[config.mk]
export PLATFORM = sky130hd
export DESIGN_NAME = mpt_dp
export DESIGN_NICKNAME = d
export VERILOG_FILES = /design/src/design/mpt_pkg.sv /design/src/design/mpt_dp.sv
export SDC_FILE = /design/constraint.sdc
export NUM_CORES = 2
export LEC_CHECK = 0
export BUFFER_PORTS_ARGS = -buffer_cell sky130_fd_sc_hd__buf_2
export CORE_MARGIN = 3
export CORE_UTILIZATION = 60
export CTS_CLUSTER_SIZE = 28
export DETAILED_ROUTE_END_ITERATION = 10
export PLACE_DENSITY = 0.76
export SYNTH_ARGS = -nofsm -noshare
export SYNTH_HDL_FRONTEND = slang
export SYNTH_SLANG_ARGS = --single-unit
[constraint.sdc]
create_clock -name clk -period 33.2 [get_ports clk]
set_clock_uncertainty 0.15 [all_clocks]
set_input_delay 4.98 -clock clk [delete_from_list [all_inputs] [get_ports clk]]
set_output_delay 4.98 -clock clk [all_outputs]
set_load 0.1 [all_outputs]
[src/design/mpt_pkg.sv]
// ----------------------------------------------------------------------------
// mpt_pkg
// Shared constants and controller/datapath interface types for the
// Lucas-Lehmer Mersenne prime tester.
// ----------------------------------------------------------------------------
`default_nettype none

package mpt_pkg;

  // exponent field width, fixed by the word format
  localparam int EXP_W   = 5;
  // largest exponent tested; larger ones answer not prime
  localparam int MAX_EXP = 31;
  // residue width, enough for 2^MAX_EXP - 1
  localparam int RES_W   = MAX_EXP;
  // squared residue width
  localparam int PROD_W  = 2 * RES_W;

  // stream word widths
  localparam int IN_TDATA_W  = 8;
  localparam int OUT_TDATA_W = 8;

  // controller to datapath commands
  typedef struct packed {
    logic load;   // capture exponent, set residue to four, set loop count
    logic mul;    // register the square of the residue
    logic fold;   // reduce modulo M, subtract two, count down
    logic emit;   // write the answer to the output register
  } mpt_cmd_t;

  // datapath to controller status
  typedef struct packed {
    logic exp_ok;  // incoming exponent lies in the supported range
    logic last;    // the current squaring is the final one
  } mpt_status_t;

endpackage

`default_nettype wire

[src/design/mpt_dp.sv]
// ----------------------------------------------------------------------------
// mpt_dp
// Datapath: residue register, one squarer, a Mersenne fold unit, the loop
// counter and the output register.
// ----------------------------------------------------------------------------
`default_nettype none

module mpt_dp (
  input  wire                      clk,
  input  wire  [mpt_pkg::EXP_W-1:0] exponent,
  input  wire  mpt_pkg::mpt_cmd_t   cmd,
  output mpt_pkg::mpt_status_t      status,
  output logic                      is_prime
);
  import mpt_pkg::*;

  logic [EXP_W-1:0]  p;
  logic              ok;
  logic [EXP_W-1:0]  count;
  logic [RES_W-1:0]  s;
  logic [PROD_W-1:0] prod;

  logic [RES_W-1:0]  one_sh;
  logic [RES_W-1:0]  m;
  logic [RES_W-1:0]  hi_full;
  logic [RES_W:0]    fold_sum;
  logic [RES_W-1:0]  red;
  logic [RES_W-1:0]  s_next;
  logic              exp_ok_in;

  // range check on the incoming exponent
  assign exp_ok_in = (int'(exponent) >= 3) && (int'(exponent) <= MAX_EXP);

  // modulus M = 2^p - 1, the shift wraps to zero when p is the full width
  assign one_sh = RES_W'(1) << p;
  assign m      = one_sh - RES_W'(1);

  // fold: low p bits plus the bits above them, then one conditional subtract
  assign hi_full  = RES_W'(prod >> p);
  assign fold_sum = {1'b0, prod[RES_W-1:0] & m} + {1'b0, hi_full};
  assign red      = RES_W'((fold_sum >= {1'b0, m}) ? fold_sum - {1'b0, m} : fold_sum);

  // subtract two modulo M
  assign s_next = (red >= RES_W'(2)) ? red - RES_W'(2) : red + m - RES_W'(2);

  assign status.exp_ok = exp_ok_in;
  assign status.last   = (count == EXP_W'(1));

  // residue, counter and product registers
  always_ff @(posedge clk) begin
    if (cmd.load) begin
      p     <= exponent;
      ok    <= exp_ok_in;
      count <= exponent - EXP_W'(2);
      s     <= RES_W'(4);
    end
    if (cmd.mul) begin
      prod <= s * s;
    end
    if (cmd.fold) begin
      s     <= s_next;
      count <= count - EXP_W'(1);
    end
    if (cmd.emit) begin
      is_prime <= ok && (s == '0);
    end
  end

endmodule

`default_nettype wire

==> summary.md <==
The flow ran to the end, and the final reports show no timing, DRC or antenna violations. Dividing the detail-routed via count by the number of cells gives 5.938. The count of nets left with antenna violations once routing finished came out at 0. For this design, the slowest cell found on the critical path is sky130_fd_sc_hd__inv_1. Cell seen most often among critical-path stages: sky130_fd_sc_hd__ha_1. The Yosys step of the flow raised 0 warnings. The highest attainable clock frequency is 76.66 MHz, and the width of the chip is 268.8 um. The proportion of layout cells with a drive suffix above 1 works out to 4.207%. The final number of hold-violating endpoints came out at 0. Class of the most critical setup path: reg2reg. The placement row count is 95.

The aggregate negative setup slack came out at 0 ps. TritonCTS built the clock tree. Clock latency on the worst-skew pair, taken at its later pin, is 380 ps.

The full die area was 72260 um2. The type of element capturing the critical path was a register. The CTS buffer count was 9; the total grt overflow was 0. Total detailed-routing wirelength: 113800 um. Summing over every cut layer, the via total after detailed routing is 32.29k. The overall track demand over capacity in global routing was 32.45%; the number of nets at the end of the flow was 5694. The initial utilization of the core area, before any placement, comes to 61.17%. Summing every instance area after synthesis gives 41440 um2.

For this block, the initial DRC count from the detailed router was 2549. The HPWL after detailed placement was 89530 um; the final count of negative-setup-slack endpoints was 0. For this run, the slowest stage of the critical path takes 670 ps. The post-CTS clock slew at the launch and capture registers of the worst setup and hold paths was 80 ps; the number of max-cap violations was 0. The number of enable-type register cells in the synthesized netlist was 104; the area growth from synthesis to final layout was 2.273%. The number of nets handed over by synthesis was 5828. The run gives 3 as the total number of H-tree levels.

The worst hold path class was reg2reg. In this run, synthesis produced a sequential element count of 104. The cell sitting at the root of the clock tree is a sky130_fd_sc_hd__clkbuf_16.

Setup repair after global routing left no endpoint under its margin. The tools report the sequential share of the synthesized area as 7.536%. Max-slew headroom at the worst pin: 24.65%. The fraction of registers with async set/reset is 0%. The tools report the core region area as 67750 um2. In this run, post-CTS hold repair placed 0 buffers. For this run, the leading register cell type out of synthesis is sky130_fd_sc_hd__edfxtp_1. For the length of the first detailed-routing pass in iterations, the log shows 6. The total of buffers placed on input and output ports is 12, and the data arrival time at the worst-slack endpoint is 13040 ps. For the finished layout, the period the worst path requires is 13040 ps.

Final weighted congestion of routability-driven global placement: 0.9724. Type of origin of the critical path: a register. Data on the critical path is required at its endpoint by 33200 ps. Entering global routing, the biggest net connects 85 pins. Gates resized during post-CTS repair numbered 0. The utilization after layout was 62.56%; the transition at the pin with the smallest max-transition slack was 1130 ps.

The mean instance size in the synthesized netlist is 8.830 um2, and the average wire per cell in the routed design is 20.92 um. The worst-path maximum fanout works out to 84. Counting distinct cell types in the post-synthesis netlist gives 102. In the layout the commonest cells are sky130_fd_sc_hd__inv_1 (1005), sky130_fd_sc_hd__fa_1 (753), sky130_fd_sc_hd__nand2_1 (485), sky130_fd_sc_hd__ha_1 (372), sky130_fd_sc_hd__nor2_1 (245). The number of remaining DRC errors is 0, and the maximum buffer depth of the clock tree is 2. The initial antenna violation count came out at 3. 13 I/O pins were placed. The filler cells instantiated in the layout total 5716. Post-CTS timing repair inserted 0 buffers for setup. Measured along the y axis, the die boundary spans 268.8 um. The run gives 0 as the final number of max-transition violations. Counting every sink on the clock net gives 104. The cell count after synthesis was 4693. The most common library cell in the layout ignoring fill and taps is sky130_fd_sc_hd__inv_1. The final worst-path cycle share came out at 39.29%. The number of global-route vias before repair came out at 33.42k. The first global-routing pass estimated 181200 um of wire.
## cells in the mapped netlist, types with 21 or more instances
master | instances | share of area (%)
sky130_fd_sc_hd__nor2_1 | 245 | 2.2
sky130_fd_sc_hd__mux2i_1 | 63 | 1.5
sky130_fd_sc_hd__nor2b_1 | 43 | 0.65
sky130_fd_sc_hd__fa_1 | 753 | 36
sky130_fd_sc_hd__inv_1 | 1005 | 9.1
sky130_fd_sc_hd__nand2b_1 | 36 | 0.54
sky130_fd_sc_hd__edfxtp_1 | 104 | 7.5
sky130_fd_sc_hd__o21ai_0 | 130 | 1.6
sky130_fd_sc_hd__nand4_1 | 21 | 0.32
sky130_fd_sc_hd__mux4_2 | 38 | 2.1
sky130_fd_sc_hd__nand3_1 | 59 | 0.71
sky130_fd_sc_hd__and3_1 | 31 | 0.47
sky130_fd_sc_hd__o211ai_1 | 36 | 0.65
sky130_fd_sc_hd__nand2_1 | 485 | 4.4
sky130_fd_sc_hd__ha_1 | 372 | 11
sky130_fd_sc_hd__a21oi_1 | 185 | 2.2
sky130_fd_sc_hd__xnor2_1 | 133 | 2.8
sky130_fd_sc_hd__a31oi_1 | 28 | 0.42
sky130_fd_sc_hd__o21a_1 | 21 | 0.38
sky130_fd_sc_hd__and2_1 | 194 | 2.9
sky130_fd_sc_hd__a211oi_1 | 32 | 0.58
sky130_fd_sc_hd__clkbuf_1 | 158 | 1.4
sky130_fd_sc_hd__nor3_1 | 50 | 0.60
sky130_fd_sc_hd__xor2_1 | 54 | 1.1
sky130_fd_sc_hd__a21o_1 | 81 | 1.5
## metal layers
metal / up-vias / wire (um) / track usage, %
li1: 14660 / - / -
met1: 16090 / 45710 / 42.51
met2: 1252 / 54270 / 54.36
met3: 288 / 9244 / 6.369
met4: 2 / 4531 / 11.02
met5: - / 13 / 0
## registers in the layout, summed over array words and instances, names as in the netlist
signal,count
p,5
s,31
ok,1
prod,61
is_prime,1
count,5
## path summary, 6_finish.rpt
check	to	startpoint	slack [ps]	depth (start not counted)
worst min-delay path	count[4]	count[4]	550	2
worst min register to register	count[4]	count[4]	550	2
worst max-delay path	s[29]	p[3]	20160	44
worst max register to register	s[29]	p[3]	20160	44
## logic make-up (layout without fill, tap and decap cells)
family / count (synthesis) / count (layout) / synth area share (%)
AO/OA/AOI/OAI: 686 / 686 / 11.05
buffers and inverters: 1216 / 1087 / 11.22
multiplexers: 120 / 120 / 4.109
flip-flops: 104 / 104 / 7.536
XOR/XNOR: 187 / 187 / 3.952
other: 2 / 3 / 0.01812
adder cells (fa/ha/maj): 1125 / 1125 / 47.61
AND/OR/NAND/NOR: 1253 / 1253 / 14.51
## worst max-delay path, delay by kind of cell (launching register included)
kind / cells / cell delay (ps)
AO/OA/AOI/OAI: 16 / 3830
AND/OR/NAND/NOR: 13 / 3000
adder cells (fa/ha/maj): 6 / 2430
buffers and inverters: 6 / 2230
multiplexers: 1 / 400
XOR/XNOR: 2 / 360
flip-flops: 1 / 330
## per-stage QoR
| step | cell area, um2 | setup WS, ps | hold WS (ps) | instances |
|---|---|---|---|---|
| 6_report | 42380 | 20160 | 551.5 | 5438 |
| 5_1_grt | 42380 | 19170 | 591.4 | 5437 |
| 4_1_cts | 42380 | 20440 | 551.0 | 5437 |
| 3_5_place_dp | 42090 | 20490 | 530.1 | 5421 |
| 3_3_place_gp | 42090 | 20740 | 526.6 | 5421 |
| 2_1_floorplan | 41440 | 22470 | 398.2 | 4693 |
## area by class of cell
cell class	instances	area, um2	share of cell area (%)
antenna	1	2.502	0.005904
inverter	1015	3810	8.989
multi-input combinational	3373	33680	79.46
timing repair buffer	56	390.4	0.9211
sequential	104	3123	7.369
clock inverter	7	61.31	0.1447
tap	873	1092	2.577
clock buffer	9	225.2	0.5314
Power is left out: the tool's default activity adds up to more than one toggle a clock period on the data nets, which glitch-free logic cannot reach.
